==> src/hdl/pidc_pkg.sv <==
// shared types and constants of the pid controller
package pidc_pkg;

    localparam int ErrW    = 16;
    localparam int DtW     = 16;
    localparam int GainW   = 16;
    localparam int IntegW  = 32;
    localparam int DerivW  = 32;
    localparam int DriveW  = 16;
    localparam int CfgIdxW = 3;
    localparam int CfgDatW = 32;

    // shared multiplier operands and product
    localparam int MulAW = 17;
    localparam int MulBW = 32;
    localparam int ProdW = MulAW + MulBW;

    // integral sum before clamping
    localparam int IsumW = 34;

    // divider: magnitude of (error difference * 4096) fits 28 bits
    localparam int FracBits = 12;
    localparam int DivBits  = 28;
    localparam int DivCntW  = $clog2(DivBits);

    // output accumulator and floor shift
    localparam int AccW      = 62;
    localparam int OutShift  = 20;
    localparam int RawW      = AccW - OutShift;

    typedef enum logic [CfgIdxW-1:0] {
        REG_GAIN_P           = 3'd0,
        REG_GAIN_I           = 3'd1,
        REG_GAIN_D           = 3'd2,
        REG_INTEGRAL_FLOOR   = 3'd3,
        REG_INTEGRAL_CEILING = 3'd4,
        REG_DRIVE_FLOOR      = 3'd5,
        REG_DRIVE_CEILING    = 3'd6
    } pidc_reg_t;

    typedef enum logic [3:0] {
        S_IDLE,
        S_MUL_ED,
        S_INTEG,
        S_DIV,
        S_MUL_P,
        S_MUL_I,
        S_MUL_D,
        S_ACC_D,
        S_DONE
    } pidc_state_t;

    typedef enum logic [1:0] {
        MUL_ERR_DT,
        MUL_GAIN_P,
        MUL_GAIN_I,
        MUL_GAIN_D
    } pidc_mul_sel_t;

    typedef enum logic [1:0] {
        ACC_HOLD,
        ACC_LOAD_P,
        ACC_ADD_I,
        ACC_ADD_D
    } pidc_acc_op_t;

    typedef struct packed {
        logic          load_in;
        logic          mul_en;
        pidc_mul_sel_t mul_sel;
        logic          integ_upd;
        logic          div_step;
        logic          deriv_upd;
        pidc_acc_op_t  acc_op;
        logic          load_out;
    } pidc_cmd_t;

    typedef struct packed {
        logic dt_zero;
        logic div_last;
    } pidc_sts_t;

endpackage

==> src/hdl/pidc_if.sv <==
// handshake channels of the pid controller: sample, result and register write

interface pidc_sample_if;
    logic                        valid;
    logic                        ready;
    logic signed [15:0]          error_sample;
    logic        [15:0]          elapsed;

    modport source (output valid, output error_sample, output elapsed, input ready);
    modport sink   (input valid, input error_sample, input elapsed, output ready);
endinterface

interface pidc_result_if;
    logic                        valid;
    logic                        ready;
    logic signed [15:0]          drive;
    logic                        clamped;

    modport source (output valid, output drive, output clamped, input ready);
    modport sink   (input valid, input drive, input clamped, output ready);
endinterface

interface pidc_cfg_if;
    logic                        valid;
    logic                        ready;
    logic        [2:0]           index;
    logic        [31:0]          data;

    modport source (output valid, output index, output data, input ready);
    modport sink   (input valid, input index, input data, output ready);
endinterface

==> src/hdl/pidc_ctrl.sv <==
// sequencer of the pid step
module pidc_ctrl (
    input  logic              clk,
    input  logic              rst_n,
    input  logic              in_valid,
    output logic              in_ready,
    output logic              out_valid,
    input  logic              out_ready,
    input  pidc_pkg::pidc_sts_t sts,
    output pidc_pkg::pidc_cmd_t cmd
);
    import pidc_pkg::*;

    pidc_state_t state_reg, state_next;
    logic        out_valid_reg, out_valid_next;

    always_ff @(posedge clk or negedge rst_n)
    begin
        if (!rst_n)
        begin
            state_reg     <= S_IDLE;
            out_valid_reg <= 1'b0;
        end
        else
        begin
            state_reg     <= state_next;
            out_valid_reg <= out_valid_next;
        end
    end

    always_comb
    begin
        state_next = state_reg;
        in_ready   = 1'b0;
        cmd        = '{load_in: 1'b0, mul_en: 1'b0, mul_sel: MUL_ERR_DT,
                       integ_upd: 1'b0, div_step: 1'b0, deriv_upd: 1'b0,
                       acc_op: ACC_HOLD, load_out: 1'b0};
        unique case (state_reg)
            S_IDLE:
            begin
                in_ready = 1'b1;
                if (in_valid)
                begin
                    cmd.load_in = 1'b1;
                    state_next  = S_MUL_ED;
                end
            end
            S_MUL_ED:
            begin
                cmd.mul_en  = 1'b1;
                cmd.mul_sel = MUL_ERR_DT;
                state_next  = S_INTEG;
            end
            S_INTEG:
            begin
                cmd.integ_upd = 1'b1;
                state_next    = sts.dt_zero ? S_MUL_P : S_DIV;
            end
            S_DIV:
            begin
                cmd.div_step = 1'b1;
                if (sts.div_last)
                begin
                    state_next = S_MUL_P;
                end
            end
            S_MUL_P:
            begin
                cmd.mul_en    = 1'b1;
                cmd.mul_sel   = MUL_GAIN_P;
                cmd.deriv_upd = !sts.dt_zero;
                state_next    = S_MUL_I;
            end
            S_MUL_I:
            begin
                cmd.mul_en  = 1'b1;
                cmd.mul_sel = MUL_GAIN_I;
                cmd.acc_op  = ACC_LOAD_P;
                state_next  = S_MUL_D;
            end
            S_MUL_D:
            begin
                cmd.mul_en  = 1'b1;
                cmd.mul_sel = MUL_GAIN_D;
                cmd.acc_op  = ACC_ADD_I;
                state_next  = S_ACC_D;
            end
            S_ACC_D:
            begin
                cmd.acc_op = ACC_ADD_D;
                state_next = S_DONE;
            end
            S_DONE:
            begin
                if (!out_valid_reg || out_ready)
                begin
                    cmd.load_out = 1'b1;
                    state_next   = S_IDLE;
                end
            end
            default:
            begin
                state_next = S_IDLE;
            end
        endcase
    end

    always_comb
    begin
        if (cmd.load_out)
        begin
            out_valid_next = 1'b1;
        end
        else if (out_ready)
        begin
            out_valid_next = 1'b0;
        end
        else
        begin
            out_valid_next = out_valid_reg;
        end
    end

    assign out_valid = out_valid_reg;

`ifndef NO_ASSERTIONS
    a_accept_starts: assert property (@(posedge clk) disable iff (!rst_n)
        (in_valid && in_ready) |=> (state_reg == S_MUL_ED))
        else $error("accepted beat did not start a step");

    a_no_overwrite: assert property (@(posedge clk) disable iff (!rst_n)
        cmd.load_out |-> (!out_valid_reg || out_ready))
        else $error("result overwritten before it was taken");

    a_div_needs_dt: assert property (@(posedge clk) disable iff (!rst_n)
        cmd.div_step |-> !sts.dt_zero)
        else $error("divider stepped with zero elapsed time");

    a_load_out_valid: assert property (@(posedge clk) disable iff (!rst_n)
        cmd.load_out |=> out_valid_reg)
        else $error("loaded result not shown as valid");
`endif

endmodule

==> src/hdl/pidc_datapath.sv <==
// registers, shared multiplier, divider and clamps of the pid step
module pidc_datapath (
    input  logic                          clk,
    input  logic                          rst_n,
    input  logic                          cfg_we,
    input  logic [pidc_pkg::CfgIdxW-1:0]  cfg_index,
    input  logic [pidc_pkg::CfgDatW-1:0]  cfg_data,
    input  logic signed [pidc_pkg::ErrW-1:0] error_sample,
    input  logic [pidc_pkg::DtW-1:0]      elapsed,
    input  pidc_pkg::pidc_cmd_t           cmd,
    output pidc_pkg::pidc_sts_t           sts,
    output logic signed [pidc_pkg::DriveW-1:0] drive,
    output logic                          clamped
);
    import pidc_pkg::*;

    // configuration
    logic signed [GainW-1:0]  gain_p_reg, gain_i_reg, gain_d_reg;
    logic signed [IntegW-1:0] integ_floor_reg, integ_ceiling_reg;
    logic signed [DriveW-1:0] drive_floor_reg, drive_ceiling_reg;

    // persistent state
    logic signed [IntegW-1:0] integral_reg, integral_next;
    logic signed [ErrW-1:0]   prev_err_reg;
    logic signed [DerivW-1:0] deriv_reg, deriv_next;

    // per-step working registers
    logic signed [ErrW-1:0]   err_reg;
    logic        [DtW-1:0]    dt_reg;
    logic signed [ProdW-1:0]  mul_reg;
    logic signed [AccW-1:0]   acc_reg, acc_next;
    logic        [DtW-1:0]    rem_reg, rem_next;
    logic        [DivBits-1:0] quo_reg, quo_next;
    logic        [DivCntW-1:0] div_cnt_reg;
    logic                     neg_reg;
    logic signed [DriveW-1:0] drive_reg;
    logic                     clamped_reg;

    // register writes
    always_ff @(posedge clk or negedge rst_n)
    begin
        if (!rst_n)
        begin
            gain_p_reg        <= 16'sd256;
            gain_i_reg        <= 16'sd256;
            gain_d_reg        <= 16'sd256;
            integ_floor_reg   <= -32'sd16777216;
            integ_ceiling_reg <= 32'sd16777216;
            drive_floor_reg   <= -16'sd4096;
            drive_ceiling_reg <= 16'sd4096;
        end
        else if (cfg_we)
        begin
            unique case (cfg_index)
                REG_GAIN_P:           gain_p_reg        <= cfg_data[GainW-1:0];
                REG_GAIN_I:           gain_i_reg        <= cfg_data[GainW-1:0];
                REG_GAIN_D:           gain_d_reg        <= cfg_data[GainW-1:0];
                REG_INTEGRAL_FLOOR:   integ_floor_reg   <= cfg_data[IntegW-1:0];
                REG_INTEGRAL_CEILING: integ_ceiling_reg <= cfg_data[IntegW-1:0];
                REG_DRIVE_FLOOR:      drive_floor_reg   <= cfg_data[DriveW-1:0];
                REG_DRIVE_CEILING:    drive_ceiling_reg <= cfg_data[DriveW-1:0];
                default:              ;
            endcase
        end
    end

    // shared multiplier
    logic signed [MulAW-1:0] mul_a;
    logic signed [MulBW-1:0] mul_b;

    always_comb
    begin
        mul_a = MulAW'(gain_p_reg);
        mul_b = MulBW'(err_reg);
        case (cmd.mul_sel)
            MUL_ERR_DT:
            begin
                mul_a = $signed({1'b0, dt_reg});
                mul_b = MulBW'(err_reg);
            end
            MUL_GAIN_P:
            begin
                mul_a = MulAW'(gain_p_reg);
                mul_b = MulBW'(err_reg);
            end
            MUL_GAIN_I:
            begin
                mul_a = MulAW'(gain_i_reg);
                mul_b = integral_reg;
            end
            MUL_GAIN_D:
            begin
                mul_a = MulAW'(gain_d_reg);
                mul_b = deriv_reg;
            end
            default:
            begin
                mul_a = MulAW'(gain_p_reg);
                mul_b = MulBW'(err_reg);
            end
        endcase
    end

    // integral update, ceiling then floor
    logic signed [IsumW-1:0] isum, isum_hi;

    always_comb
    begin
        isum    = IsumW'(integral_reg) + IsumW'(mul_reg);
        isum_hi = (isum > IsumW'(integ_ceiling_reg)) ? IsumW'(integ_ceiling_reg) : isum;
        if (isum_hi < IsumW'(integ_floor_reg))
        begin
            integral_next = integ_floor_reg;
        end
        else
        begin
            integral_next = isum_hi[IntegW-1:0];
        end
    end

    // derivative dividend: a zero previous error counts as no change
    logic signed [ErrW-1:0] prev_eff;
    logic signed [ErrW:0]   err_diff;
    logic        [ErrW:0]   diff_mag;

    always_comb
    begin
        prev_eff = (prev_err_reg == '0) ? err_reg : prev_err_reg;
        err_diff = (ErrW+1)'(err_reg) - (ErrW+1)'(prev_eff);
        diff_mag = err_diff[ErrW] ? (ErrW+1)'(-err_diff) : err_diff;
    end

    // restoring divider, one quotient bit a cycle
    logic [DtW:0] rem_sh, rem_sub;

    always_comb
    begin
        rem_sh  = {rem_reg, quo_reg[DivBits-1]};
        rem_sub = rem_sh - {1'b0, dt_reg};
        if (!rem_sub[DtW])
        begin
            rem_next = rem_sub[DtW-1:0];
            quo_next = {quo_reg[DivBits-2:0], 1'b1};
        end
        else
        begin
            rem_next = rem_sh[DtW-1:0];
            quo_next = {quo_reg[DivBits-2:0], 1'b0};
        end
    end

    // quotient stays below 2^28, so it fits the signed 32-bit derivative
    always_comb
    begin
        if (neg_reg)
        begin
            deriv_next = -$signed({{(DerivW-DivBits){1'b0}}, quo_reg});
        end
        else
        begin
            deriv_next = $signed({{(DerivW-DivBits){1'b0}}, quo_reg});
        end
    end

    // accumulator of the three terms
    always_comb
    begin
        acc_next = acc_reg;
        case (cmd.acc_op)
            ACC_LOAD_P: acc_next = AccW'(mul_reg) <<< FracBits;
            ACC_ADD_I:  acc_next = acc_reg + AccW'(mul_reg);
            ACC_ADD_D:  acc_next = acc_reg + (AccW'(mul_reg) <<< FracBits);
            default:    acc_next = acc_reg;
        endcase
    end

    // floor by 2^20, then drive clamp
    logic signed [RawW-1:0] raw, raw_hi, raw_lim;

    always_comb
    begin
        raw     = RawW'(acc_reg >>> OutShift);
        raw_hi  = (raw > RawW'(drive_ceiling_reg)) ? RawW'(drive_ceiling_reg) : raw;
        raw_lim = (raw_hi < RawW'(drive_floor_reg)) ? RawW'(drive_floor_reg) : raw_hi;
    end

    // persistent state
    always_ff @(posedge clk or negedge rst_n)
    begin
        if (!rst_n)
        begin
            integral_reg <= '0;
            prev_err_reg <= '0;
            deriv_reg    <= '0;
            div_cnt_reg  <= '0;
        end
        else
        begin
            if (cmd.integ_upd)
            begin
                integral_reg <= integral_next;
                prev_err_reg <= err_reg;
                div_cnt_reg  <= '0;
            end
            else if (cmd.div_step)
            begin
                div_cnt_reg <= div_cnt_reg + 1'b1;
            end
            if (cmd.deriv_upd)
            begin
                deriv_reg <= deriv_next;
            end
        end
    end

    // working registers
    always_ff @(posedge clk)
    begin
        if (cmd.load_in)
        begin
            err_reg <= error_sample;
            dt_reg  <= elapsed;
        end
        if (cmd.mul_en)
        begin
            mul_reg <= ProdW'(mul_a) * ProdW'(mul_b);
        end
        if (cmd.integ_upd)
        begin
            rem_reg <= '0;
            quo_reg <= {diff_mag[ErrW-1:0], {FracBits{1'b0}}};
            neg_reg <= err_diff[ErrW];
        end
        else if (cmd.div_step)
        begin
            rem_reg <= rem_next;
            quo_reg <= quo_next;
        end
        acc_reg <= acc_next;
        if (cmd.load_out)
        begin
            drive_reg   <= raw_lim[DriveW-1:0];
            clamped_reg <= (raw_lim != raw);
        end
    end

    assign sts.dt_zero  = (dt_reg == '0);
    assign sts.div_last = (div_cnt_reg == DivCntW'(DivBits - 1));
    assign drive        = drive_reg;
    assign clamped      = clamped_reg;

endmodule

==> src/hdl/pid_with_integrator_and_output_clamp_unit.sv <==
// top level of the single-axis pid controller with integrator and output clamps
// each sample beat carries a signed q3.12 error and the elapsed time in units of
// 2^-12 s; the block keeps a q8.24 integral clamped to its limits, a derivative
// formed as the error change over the elapsed time (held when elapsed is zero)
// and the previous error, and returns one result beat per sample: the q8.8-gain
// weighted sum floored to q3.12, clamped to the drive limits, with a flag set
// when the clamp cut it. one sample is in work at a time: a step runs from acceptance
// to the result register through the bit-serial restoring divider when elapsed is
// nonzero and skips the divider when elapsed is zero; a single 17x32 multiplier is
// shared by the four products. the next sample is taken as soon as the step ends,
// even while the previous result still waits on the result channel. register
// writes are always accepted and must only be issued while no step is in progress;
// writes to an unknown index are dropped
module pid_with_integrator_and_output_clamp_unit (
    input  logic        clk,
    input  logic        rst_n,
    pidc_cfg_if.sink    cfg,
    pidc_sample_if.sink sample,
    pidc_result_if.source result
);
    import pidc_pkg::*;

    pidc_cmd_t cmd;
    pidc_sts_t sts;

    // register writes never stall
    assign cfg.ready = 1'b1;

    // sequencer: owns the sample and result handshakes and the result valid flag
    pidc_ctrl u_ctrl (
        .clk       (clk),
        .rst_n     (rst_n),
        .in_valid  (sample.valid),
        .in_ready  (sample.ready),
        .out_valid (result.valid),
        .out_ready (result.ready),
        .sts       (sts),
        .cmd       (cmd)
    );

    // datapath: configuration, state, multiplier, divider, clamps, result payload
    pidc_datapath u_datapath (
        .clk          (clk),
        .rst_n        (rst_n),
        .cfg_we       (cfg.valid),
        .cfg_index    (cfg.index),
        .cfg_data     (cfg.data),
        .error_sample (sample.error_sample),
        .elapsed      (sample.elapsed),
        .cmd          (cmd),
        .sts          (sts),
        .drive        (result.drive),
        .clamped      (result.clamped)
    );

endmodule
==> src/flat_wrapper.sv <==
// flat-port wrapper written by rule: the top's interface ports become plain ports
module pid_with_integrator_and_output_clamp_unit_flat import pidc_pkg::*;
  (clk, rst_n, cfg_valid, cfg_index, cfg_data, cfg_ready, sample_valid, sample_error_sample, sample_elapsed, sample_ready, result_valid, result_drive, result_clamped, result_ready);
  pidc_cfg_if cfg_i ();
  pidc_sample_if sample_i ();
  pidc_result_if result_i ();
  input  logic clk;
  input  logic rst_n;
  input wire logic [$bits(cfg_i.valid)-1:0] cfg_valid;
  input wire logic [$bits(cfg_i.index)-1:0] cfg_index;
  input wire logic [$bits(cfg_i.data)-1:0] cfg_data;
  output wire logic [$bits(cfg_i.ready)-1:0] cfg_ready;
  input wire logic [$bits(sample_i.valid)-1:0] sample_valid;
  input wire logic [$bits(sample_i.error_sample)-1:0] sample_error_sample;
  input wire logic [$bits(sample_i.elapsed)-1:0] sample_elapsed;
  output wire logic [$bits(sample_i.ready)-1:0] sample_ready;
  output wire logic [$bits(result_i.valid)-1:0] result_valid;
  output wire logic [$bits(result_i.drive)-1:0] result_drive;
  output wire logic [$bits(result_i.clamped)-1:0] result_clamped;
  input wire logic [$bits(result_i.ready)-1:0] result_ready;
  assign cfg_i.valid = cfg_valid;
  assign cfg_i.index = cfg_index;
  assign cfg_i.data = cfg_data;
  assign cfg_ready = cfg_i.ready;
  assign sample_i.valid = sample_valid;
  assign sample_i.error_sample = sample_error_sample;
  assign sample_i.elapsed = sample_elapsed;
  assign sample_ready = sample_i.ready;
  assign result_valid = result_i.valid;
  assign result_drive = result_i.drive;
  assign result_clamped = result_i.clamped;
  assign result_i.ready = result_ready;
  pid_with_integrator_and_output_clamp_unit u_core (.clk(clk), .rst_n(rst_n), .cfg(cfg_i), .sample(sample_i), .result(result_i));
endmodule
==> config.mk <==
export PLATFORM = sky130hd
export DESIGN_NAME = pid_with_integrator_and_output_clamp_unit_flat
export DESIGN_NICKNAME = d
export VERILOG_FILES = /design/src/hdl/pidc_pkg.sv /design/src/hdl/pidc_if.sv /design/src/hdl/pidc_ctrl.sv /design/src/hdl/pidc_datapath.sv /design/src/hdl/pid_with_integrator_and_output_clamp_unit.sv /design/src/flat_wrapper.sv
export SDC_FILE = /design/constraint.sdc
export NUM_CORES = 2
export LEC_CHECK = 0
export BUFFER_PORTS_ARGS = -buffer_cell sky130_fd_sc_hd__buf_2
export CAP_MARGIN = 25
export CORE_UTILIZATION = 30
export CTS_CLUSTER_SIZE = 12
export DETAILED_ROUTE_END_ITERATION = 6
export GPL_TIMING_DRIVEN = 1
export SYNTH_ARGS = -nofsm -noshare
export SYNTH_HDL_FRONTEND = slang
export SYNTH_HIERARCHICAL = 1
export SYNTH_SLANG_ARGS = --single-unit
==> constraint.sdc <==
create_clock -name clk -period 15.4 [get_ports clk]
set_input_delay 0 -clock clk [delete_from_list [all_inputs] [get_ports clk]]
set_output_delay 0 -clock clk [all_outputs]
set_load 0.01 [all_outputs]
==> run metrics <==
setup slack after layout 4840 ps; gr ovfl total 0; Sequential cell area 11800 um^2; Cell Rows 150; Post-CTS Setup Bufs 0; die width 413 um; vias in the first global route 41100; share of post-route cells with drive strength above 1 8.16%; Cell Area, Synth 50600 um^2; FMAX 0.0947 GHz; EDFF count, synth 177; Routed Antenna Nets 0; Fillers 17100; crit path max-delay cell type buf_4; Final min period 10560 ps; die height 413 um; fin area 56100 um^2; Boundary Pins 92; CP Capture Type flip-flop; core area 167000 um^2; max-cap violation count 0; outcome completed; flops & latches, synth 439; GPL Wtd Cong 0.930; Data required, critical path 15800 ps; WL/cell 20.1 um; post-synthesis cell count 5506; clk slew on worst S/H paths 60 ps; Ys Warns 6; Setup WS pre-CTS 4990 ps; Fin. Hold Viols 0; Max stage delay on crit path 820 ps; Syn-to-layout area delta 10.9%; final setup TNS 0 ps; clk buf depth 3; Vias per Instance 5.19; crit path launch type flip-flop; total number of vias 40600; Global Route Usage Sum 18.4%; area taken by multi-input logic gates 35500 um^2; Synth top area share 20.9%; 1st-iter DRT viols 3371; worst slew pin tran 1070 ps; initial antenna violation count 5; flop-to-flop setup slack 4840 ps; cell taking the most area after synthesis fa_1; TritonCTS Sinks 439; Clock Latency Late Sink 670 ps; Residual DRC 0; top post-synthesis cells by count 693 x inv_1, 577 x nand2_1, 527 x fa_1; Area after DPL 53500 um^2; WS Path Type reg2reg; effective utilization at floorplan 30.2%; skew final 43.5 ps; CP arrival 10970 ps; cell mode on critical path fa_1; Worst Hold Depth 2; worst hold path class in2reg; final WL 157000 um; Slew Limit Fails 0; Worst Reg-to-Reg Cells 32; top-count cell post-synth inv_1; Synth area leaders fa_1 21%, ha_1 11%, dfrtp_1 11%, edfxtp_1 11%, inv_1 5.1%; I/O Buffers 90; CTS Root Cell clkbuf_16; final setup fails 0; CTS tree built; final worst-path cycle share 68.6%; worst hold slack 72.8 ps; RSZ-0062 raised after global routing no; CTS buffer count 51; distinct cell type count after synthesis 98; max reg flops 62; syn nets 6549; final net count 6613; hpwl dp 122000 um; pin count of the biggest net entering global routing 167; Mean Syn Cell Area 9.19 um^2; global-route wire length before repair 243000 um; top_reg_cell synth dfrtp_1; asr flop ratio synth 53.3%; crit-path max FO 94; sequential-to-total area share from yosys stat 23.2%; DR pass1 iterations 6; Max transition margin 28.6%; die area 170000 um^2; CTS HTree Levels 2
## placed cells by master, fill, tap and decap left out, types with 47 or more instances in the layout
cell type	instances
inv_1	691
nand2_1	577
fa_1	527
nor2_1	481
ha_1	444
a21oi_1	330
o21ai_0	287
dfrtp_1	217
a21o_1	193
edfxtp_1	177
mux2_2	148
xnor2_1	147
xor2_1	108
mux2i_1	107
buf_2	89
dlygate4sd3_1	68
nand3_1	56
nor3_1	55
clkbuf_16	53
nand4_1	53
buf_4	53
nor2b_1	49
nand2b_1	47
## kinds of logic after synthesis
logic type,synth area share (%)
other cells,0.00741
compound gates,14.7
fa+ha+maj,31.8
mux,5.71
xor+xnor,4.47
buf+inv,6.81
simple gates,13.2
flops,23.2
## worst max-delay path: cells and delay by family (launching register included)
kind | cells | cell delay, ps
compound gates | 15 | 4500
xor+xnor | 1 | 80
fa+ha+maj | 7 | 3430
buf+inv | 6 | 1090
flops | 1 | 520
simple gates | 3 | 650
## routing by layer
metal	GRT usage [%]	part of all wire [%]	up-vias
met5	0	0.0083	-
met4	5.77	3.3	2
met1	25.0	44	20100
li1	-	-	18800
met3	3.67	8.2	239
met2	29.2	45	1405
## per-stage QoR
step	std cells	util [%]
after global placement	7647	32.0
after floorplan	5506	-
after CTS	7812	33.5
after global routing	7817	33.5
after detailed placement	7647	32.0
final	7818	33.5
## what timing repair did
| action | in CTS | in global routing |
|---|---|---|
| gates resized for setup | 0 | 0 |
| hold buffers | 69 | 0 |
| endpoints found under the hold margin | 247 | 0 |
| endpoints found under the setup margin | 0 | 0 |
## layout make-up
| type | instances | share of cell area (%) |
|---|---|---|
| multi-input cells | 4165 | 63.3 |
| flip-flops and latches | 439 | 21.0 |
| well taps | 2204 | 4.92 |
| inverters | 697 | 4.67 |
| repair buffers | 216 | 2.96 |
| clock buffers | 76 | 2.66 |
| clock inverters | 20 | 0.495 |
| diodes | 1 | 0.00446 |
## worst paths after layout
kind                                            startpoint                                   end
setup / recovery                u_core/u_ctrl/state_reg[3]         u_core/u_datapath/mul_reg[48]
hold / removal                     sample_error_sample[11]         u_core/u_datapath/err_reg[11]
setup reg to reg                u_core/u_ctrl/state_reg[3]         u_core/u_datapath/mul_reg[48]
hold reg to reg            u_core/u_datapath/deriv_reg[29]       u_core/u_datapath/deriv_reg[29]
max in group asynchronous                            rst_n  u_core/u_datapath/drive_floor_reg[4]
min in group asynchronous                            rst_n     u_core/u_datapath/prev_err_reg[0]
Power is left out: the tool's default activity adds up to more than one toggle a clock period on the data nets, which glitch-free logic cannot reach.
